--- src/design/msc_pkg.sv ---
// shared types and constants for the mips subset core
package msc_pkg;
    localparam logic [5:0] OP_SPECIAL = 6'h00;
    localparam logic [5:0] OP_J       = 6'h02;
    localparam logic [5:0] OP_JAL     = 6'h03;
    localparam logic [5:0] OP_BEQ     = 6'h04;
    localparam logic [5:0] OP_BNE     = 6'h05;
    localparam logic [5:0] OP_ADDIU   = 6'h09;
    localparam logic [5:0] OP_ANDI    = 6'h0c;
    localparam logic [5:0] OP_LUI     = 6'h0f;
    localparam logic [5:0] OP_TRAP    = 6'h1a;
    localparam logic [5:0] OP_LW      = 6'h23;
    localparam logic [5:0] OP_SW      = 6'h2b;

    localparam logic [5:0] FN_SLL  = 6'h00;
    localparam logic [5:0] FN_SRA  = 6'h03;
    localparam logic [5:0] FN_JR   = 6'h08;
    localparam logic [5:0] FN_MFHI = 6'h10;
    localparam logic [5:0] FN_MFLO = 6'h12;
    localparam logic [5:0] FN_MULT = 6'h18;
    localparam logic [5:0] FN_DIV  = 6'h1a;
    localparam logic [5:0] FN_ADDU = 6'h21;
    localparam logic [5:0] FN_SUBU = 6'h23;
    localparam logic [5:0] FN_SLT  = 6'h2a;

    localparam logic [3:0] TRAP_NEWLINE = 4'h0;
    localparam logic [3:0] TRAP_PRINT   = 4'h1;
    localparam logic [3:0] TRAP_READ    = 4'h5;
    localparam logic [3:0] TRAP_HALT    = 4'ha;

    localparam logic [1:0] PK_NONE    = 2'd0;
    localparam logic [1:0] PK_NEWLINE = 2'd1;
    localparam logic [1:0] PK_INT     = 2'd2;
    localparam logic [1:0] PK_PROMPT  = 2'd3;

    localparam logic [31:0] DATA_BASE   = 32'h1000_0000;
    localparam logic [31:0] GP_RESET    = 32'h1000_8000;
    localparam logic [31:0] START_RESET = 32'h0040_0000;

    // controller -> datapath
    typedef struct packed {
        logic load;     // capture instruction, read registers
        logic exec;     // decode and compute result
        logic mul_go;   // start multiply
        logic div_go;   // start divide
        logic div_step; // one restoring divide step
        logic commit;   // write state and present result
        logic stall_out;
    } cmd_t;

    // datapath -> controller
    typedef struct packed {
        logic is_mult;
        logic is_div;
        logic div_last;
        logic stopped;
    } sts_t;
endpackage

--- src/design/msc_control.sv ---
// controller: sequences load, execute, multiply/divide and commit
module msc_control (
    input  logic          clk,
    input  logic          rst_n,
    input  logic          in_valid,
    output logic          in_stall,
    output logic          out_valid,
    input  logic          out_stall,
    output logic          cfg_ready,
    input  logic          cfg_valid,
    output logic          cfg_write,
    output msc_pkg::cmd_t cmd,
    input  msc_pkg::sts_t sts
);
    localparam logic [2:0] S_IDLE = 3'd0;
    localparam logic [2:0] S_READ = 3'd1;
    localparam logic [2:0] S_EXEC = 3'd2;
    localparam logic [2:0] S_DIV  = 3'd3;
    localparam logic [2:0] S_DONE = 3'd4;

    logic [2:0] state_reg, state_next;
    logic       ov_reg, ov_next;
    logic       take, slot_free;

    assign slot_free = !ov_reg || !out_stall;
    assign in_stall  = (state_reg != S_IDLE);
    assign take      = in_valid && !in_stall;
    assign out_valid = ov_reg;
    assign cfg_ready = (state_reg == S_IDLE);
    assign cfg_write = cfg_valid && cfg_ready;

    always_comb
    begin
        state_next = state_reg;
        ov_next = ov_reg && out_stall;
        cmd = '0;
        unique case (state_reg)
            S_IDLE:
                if (take)
                begin
                    cmd.load = 1'b1;
                    state_next = S_READ;
                end
            S_READ:
            begin
                // memory read and multiply use the captured operands
                cmd.mul_go = 1'b1;
                cmd.div_go = 1'b1;
                state_next = sts.is_div ? S_DIV : S_EXEC;
            end
            S_DIV:
            begin
                cmd.div_step = 1'b1;
                if (sts.div_last) state_next = S_EXEC;
            end
            S_EXEC:
            begin
                cmd.exec = 1'b1;
                state_next = S_DONE;
            end
            S_DONE:
                if (slot_free)
                begin
                    if (sts.stopped) cmd.stall_out = 1'b1;
                    else cmd.commit = 1'b1;
                    ov_next = 1'b1;
                    state_next = S_IDLE;
                end
            default: state_next = S_IDLE;
        endcase
    end

    always_ff @(posedge clk or negedge rst_n)
    begin
        if (!rst_n)
        begin
            state_reg <= S_IDLE;
            ov_reg <= 1'b0;
        end
        else
        begin
            state_reg <= state_next;
            ov_reg <= ov_next;
        end
    end
endmodule

--- config.mk ---
export PLATFORM = sky130hd
export DESIGN_NAME = msc_control
export DESIGN_NICKNAME = d
export VERILOG_FILES = /design/src/design/msc_pkg.sv /design/src/design/msc_control.sv
export SDC_FILE = /design/constraint.sdc
export NUM_CORES = 1
export LEC_CHECK = 0
export ABC_AREA = 1
export BUFFER_PORTS_ARGS = -buffer_cell sky130_fd_sc_hd__buf_2
export CORE_AREA = 2 2 39 41
export DETAILED_ROUTE_END_ITERATION = 7
export DIE_AREA = 0 0 41 43
export SLEW_MARGIN = 30
export SYNTH_ARGS = -nofsm -noshare
export SYNTH_HDL_FRONTEND = slang
export SYNTH_SLANG_ARGS = --single-unit
--- constraint.sdc ---
create_clock -name clk -period 0.95 [get_ports clk]
set_input_delay 0.095 -clock clk [delete_from_list [all_inputs] [get_ports clk]]
set_output_delay 0.095 -clock clk [all_outputs]
set_load 0.05 [all_outputs]
==> results.yml, run 1 <==
run_status:
  status: "complete, but fails checks"
  violations: "setup timing"
detailed_routing:
  finalWirelength_um: 827
  drt-pass1-iter-count: 2
  dr.first_iter.drc_count: 3
  routedWlPerCell_um: 9.616
  vias: 337
  antenna_left: 0
  viasPerCell: 3.919
  drc: 0
cells_and_area:
  layout_common_cells: "buf_6 (12), buf_4 (9), buf_2 (8), inv_1 (6)"
  largest_register_ffs: 3
  final_nets: 80
  syn_to_final_growth_pct: 170.3
  fin_cells: 86
  final_util_pct: 47.65
  fillers: 134
  final_common_cell: "buf_6"
  drive_gt1_share_pct: 74.29
  diodes: 0
synthesis:
  synth_adder_area_share_pct: 0
  ys_seq_area_share_pct: 41.03
  netlist_instances: 35
  synth-compound-area-share_pct: 7.179
  yosysWarnings: 0
  synth-xor-area-share_pct: 0
  ys_ff_latch: 4
  synth_simple_gate_area_share_pct: 36.41
  avgSynthCellArea_um2: 6.971
  synth_fp_nets: 44
  synth_top_family_by_area: "simple AND/OR/NAND/NOR gates"
  syn-cell-area_um2: 244.0
  ys_types: 14
  muxShareOfSynthArea_pct: 0
sta:
  max_freq_mhz: 767.3
  fin_crit_sh_pct: 137.2
  layout_min_cycle_time_ns: 1.303
  drv_slew: 0
  slew_headroom_pct: 84.23
  clock_skew_ns: 0.01479
  setup_slack_ns: -0.3533
  finalHoldViolCount: 0
  fin_setup_tns_ns: -3.627
  setup_viol: 12
  rsz0062_at_grt: "yes"
  tightestPinTransition_ns: 0.2363
clock_network:
  cts_buffer_depth: 2
  clkSinkCount: 4
  cts_htree_levels: 1
  numCtsBuffers: 3
  insertion_delay_ns: 0.24
  tritoncts: "built"
  path_clk_slew_ns: 0.03
  clockRootBuffer: "clkbuf_4"
setup_path:
  crit_fanout: 4
  r2r.worst_path.cells: 7
  crit_type: "flop to output pin"
  r2r_slack_ns: -0.22
  startpoint_type: "flop"
  arrival_ns: 1.21
  cp-end-kind: "output pin"
  crit_required_ns: 0.85
  r2r_start: "state_reg[0]"
  r2r_end: "state_reg[0]"
placement:
  portBuffers: 18
  routabilityCongestion: 0.7431
  dp_cells: 76
  dpl.hpwl_um: 561.1
global_route:
  grt-ovfl-total: 0
  grt_usage_pct: 11.59
  grt_first_pass_wirelength_um: 1304
  grt_pass1_vias: 337
  grt_max_degree: 5
  grt_antenna_before_repair: 0
floorplanning:
  start_util_pct: 17.63
  die_y_um: 43
  io_pins: 20
  die_area_um2: 1763
  die_w_um: 41
  rows: 14
  core_um2: 1384
hold_path:
  hold_class: "primary input to flop"
  min_to: "state_reg[0]"
  min_path_cells: 4
  min_from: "sts[1]"
job:
  drv_cap: 0
## cell usage after synthesis
cell / n / area [um^2]
nor2_1: 5 / 18.77
nor3_2: 1 / 10.01
nand2_2: 1 / 6.260
o211ai_1: 1 / 7.510
nand2_1: 7 / 26.28
buf_4: 1 / 7.510
dfrtp_1: 4 / 100.1
o21ai_0: 1 / 5.000
inv_1: 7 / 26.28
nor3_1: 1 / 5.000
inv_2: 1 / 3.750
o21ai_1: 1 / 5.000
nand3_1: 2 / 10.01
nor2_2: 2 / 12.51
## kinds of logic after synthesis
| kind of cell | Yosys count |
|---|---|
| simple gates | 19 |
| buf+inv | 9 |
| flops | 4 |
| compound gates | 3 |
## worst max path at each step
stage | to | from | cells after the start | slack (ns)
5_1_grt | cmd[3] | state_reg[0] | 4 | -0.44
2_1_floorplan | cfg_write | state_reg[1] | 3 | -0.38
6_report | cmd[3] | state_reg[2] | 3 | -0.35
3_3_place_gp | cmd[6] | state_reg[1] | 5 | -0.20
4_1_cts | cfg_write | state_reg[1] | 5 | -0.36
3_5_place_dp | cfg_write | state_reg[1] | 5 | -0.23
## repair_timing
item                       4_1_cts  5_1_grt
resized for setup               25       10
hold endpoints to repair         4        0
setup endpoints to repair       14       13
hold buffers                     1        0
setup buffers                    4        2
pin swaps                        2        4
## layer usage
| metal | wire, um | global-route usage [%] |
|---|---|---|
| met1 | 320 | 13.36 |
| met2 | 471 | 16.56 |
| met3 | 35 | 7.853 |
| met4 | 0 | 4.000 |
| met5 | 0 | 0 |
## worst max-delay path: stages, from the launching register on
cell     delay [ns]
dfrtp_1        0.40
buf_4          0.17
nor3_4         0.22
buf_6          0.19
## final cells by class
type	instances	area, um^2	area share [%]
inverters	8	33.78	5.123
well taps	16	20.02	3.036
flip-flops and latches	4	101.3	15.37
repair buffers	32	282.8	42.88
clock buffers	4	26.28	3.985
multi-input cells	22	195.2	29.60
## per-stage QoR
step	worst slack, ns	hold WS [ns]	cell area (um^2)
after floorplan	-0.3775	-0.2006	296.5
after global placement	-0.2020	-0.09793	459.2
after detailed placement	-0.2270	-0.09662	459.2
after CTS	-0.3581	0.1113	608.1
after global routing	-0.4435	0.1078	659.4
final	-0.3533	0.1124	659.4
Power of run 1 is left out: the tool's default activity adds up to more than one toggle a clock period on the data nets, which glitch-free logic cannot reach.
==> run 2: changes to the inputs <==
--- a/config.mk
+++ b/config.mk
@@ -7,9 +7,9 @@
 export LEC_CHECK = 0
 export ABC_AREA = 1
 export BUFFER_PORTS_ARGS = -buffer_cell sky130_fd_sc_hd__buf_2
-export CORE_AREA = 2 2 39 41
+export CORE_AREA = 3 3 40 42
 export DETAILED_ROUTE_END_ITERATION = 7
-export DIE_AREA = 0 0 41 43
+export DIE_AREA = 0 0 43 45
 export SLEW_MARGIN = 30
 export SYNTH_ARGS = -nofsm -noshare
 export SYNTH_HDL_FRONTEND = slang
==> run 2 against run 1 <==
  * The flow still finishes with violations (setup timing)
  * Largest cell class unchanged
  * Flip-flop and latch count did not move
  * Highest routed layer is now met4
  * Global-route usage shrank 1.7 points
  * Non-clock buffer count is 6 lower
==> results.yml, run 2 (same netlist as run 1, synthesis figures left out) <==
detailed_routing:
  antenna_left: 0
  viasPerCell: 4.101
  finalWirelength_um: 784
  routedWlPerCell_um: 9.924
  drt-pass1-iter-count: 3
  drc: 0
  dr.first_iter.drc_count: 4
  vias: 324
sta:
  setup_slack_ns: -0.3555
  drv_slew: 0
  tightestPinTransition_ns: 0.1871
  layout_min_cycle_time_ns: 1.306
  rsz0062_at_grt: "yes"
  slew_headroom_pct: 87.47
  clock_skew_ns: 0.01026
  fin_crit_sh_pct: 137.4
  max_freq_mhz: 766.0
  finalHoldViolCount: 0
  setup_viol: 11
setup_path:
  crit_fanout: 4
  path_cells: "buf_6, nor3_4, buf_6"
  arrival_ns: 1.21
  crit_required_ns: 0.85
  cp_slowest_stage_delay_ns: 0.45
  r2r_slack_ns: -0.07
  crit_type: "flop to output pin"
  cpMostUsedCell: "buf_6"
  cp-end-kind: "output pin"
  worst_path_max_delay_cell: "dfrtp_2"
  startpoint_type: "flop"
floorplanning:
  die_area_um2: 1935
  core_um2: 1285
  start_util_pct: 18.99
  die_w_um: 43
  rows: 13
  io_pins: 20
  die_y_um: 45
run_status:
  status: "complete, but fails checks"
  violations: "setup timing"
global_route:
  grt_first_pass_wirelength_um: 1421
  grt_antenna_before_repair: 0
  grt_pass1_vias: 370
  grt_max_degree: 5
  grt_usage_pct: 9.942
  grt-ovfl-total: 0
cells_and_area:
  layout_common_cells: "buf_6 (11), buf_2 (7), buf_4 (7), nor2_4 (6)"
  drive_gt1_share_pct: 73.44
  final_nets: 74
  largest_register_ffs: 3
  diodes: 0
  syn_to_final_growth_pct: 140.0
  final_common_cell: "buf_6"
job:
  drv_cap: 0
clock_network:
  path_clk_slew_ns: 0.04
  cts_htree_levels: 1
  clkSinkCount: 4
  tritoncts: "built"
  numCtsBuffers: 3
  clockRootBuffer: "clkbuf_4"
  cts_buffer_depth: 2
  insertion_delay_ns: 0.24
hold_path:
  hold_class: "primary input to flop"
placement:
  portBuffers: 18
  routabilityCongestion: 0.7373
  post-place-ws_ns: -0.2766
  dpl.hpwl_um: 589.8
## run 2: layout make-up
type	instances	area (um^2)
clock buffers	4	26.28
fillers	132	699.4
inverters	8	36.28
multi-input cells	22	180.2
flip-flops and latches	4	102.6
well taps	15	18.77
repair buffers	26	221.5
## run 2: critical path: cells and delay by family, from the launching register on
family | cells | cell delay [ns]
buffers and inverters | 2 | 0.33
AND/OR/NAND/NOR | 1 | 0.19
flip-flops | 1 | 0.45
## run 2: worst paths after layout
kind,start,end,depth (start not counted)
max,state_reg[2],cmd[4],3
min,sts[1],state_reg[0],4
max reg2reg,state_reg[0],state_reg[0],5
min reg2reg,state_reg[2],state_reg[1],2
max in group asynchronous,rst_n,state_reg[1],2
min in group asynchronous,rst_n,state_reg[2],2
## run 2: what timing repair did
action,4_1_cts,5_1_grt
resized for setup,26,7
endpoints found under the hold margin,4,0
setup endpoints to repair,13,13
pin swaps,2,3
buffers inserted,0,1
hold buffers,1,0
## run 2: routing by layer
metal  wire (um)  global-route usage, %  up-vias
met5           0                      0        -
met4          12                  3.614        0
met3          69                  5.179        2
met2         415                  17.07       16
met1         286                  10.46      144
li1            -                      -      162
## run 2: per-stage QoR
stage	hold WS [ns]	TNS [ns]	instances	area, um^2	utilization (%)
floorplan	-0.2006	-2.781	35	296.5	-
global placement	-0.09837	-1.663	73	442.9	34.47
detailed placement	-0.09499	-1.741	73	442.9	34.47
CTS	0.1104	-3.434	78	555.5	43.23
global route	0.1719	-3.963	79	585.6	45.57
finish	0.1338	-3.161	79	585.6	45.57
Power of run 2 is left out for the same reason.
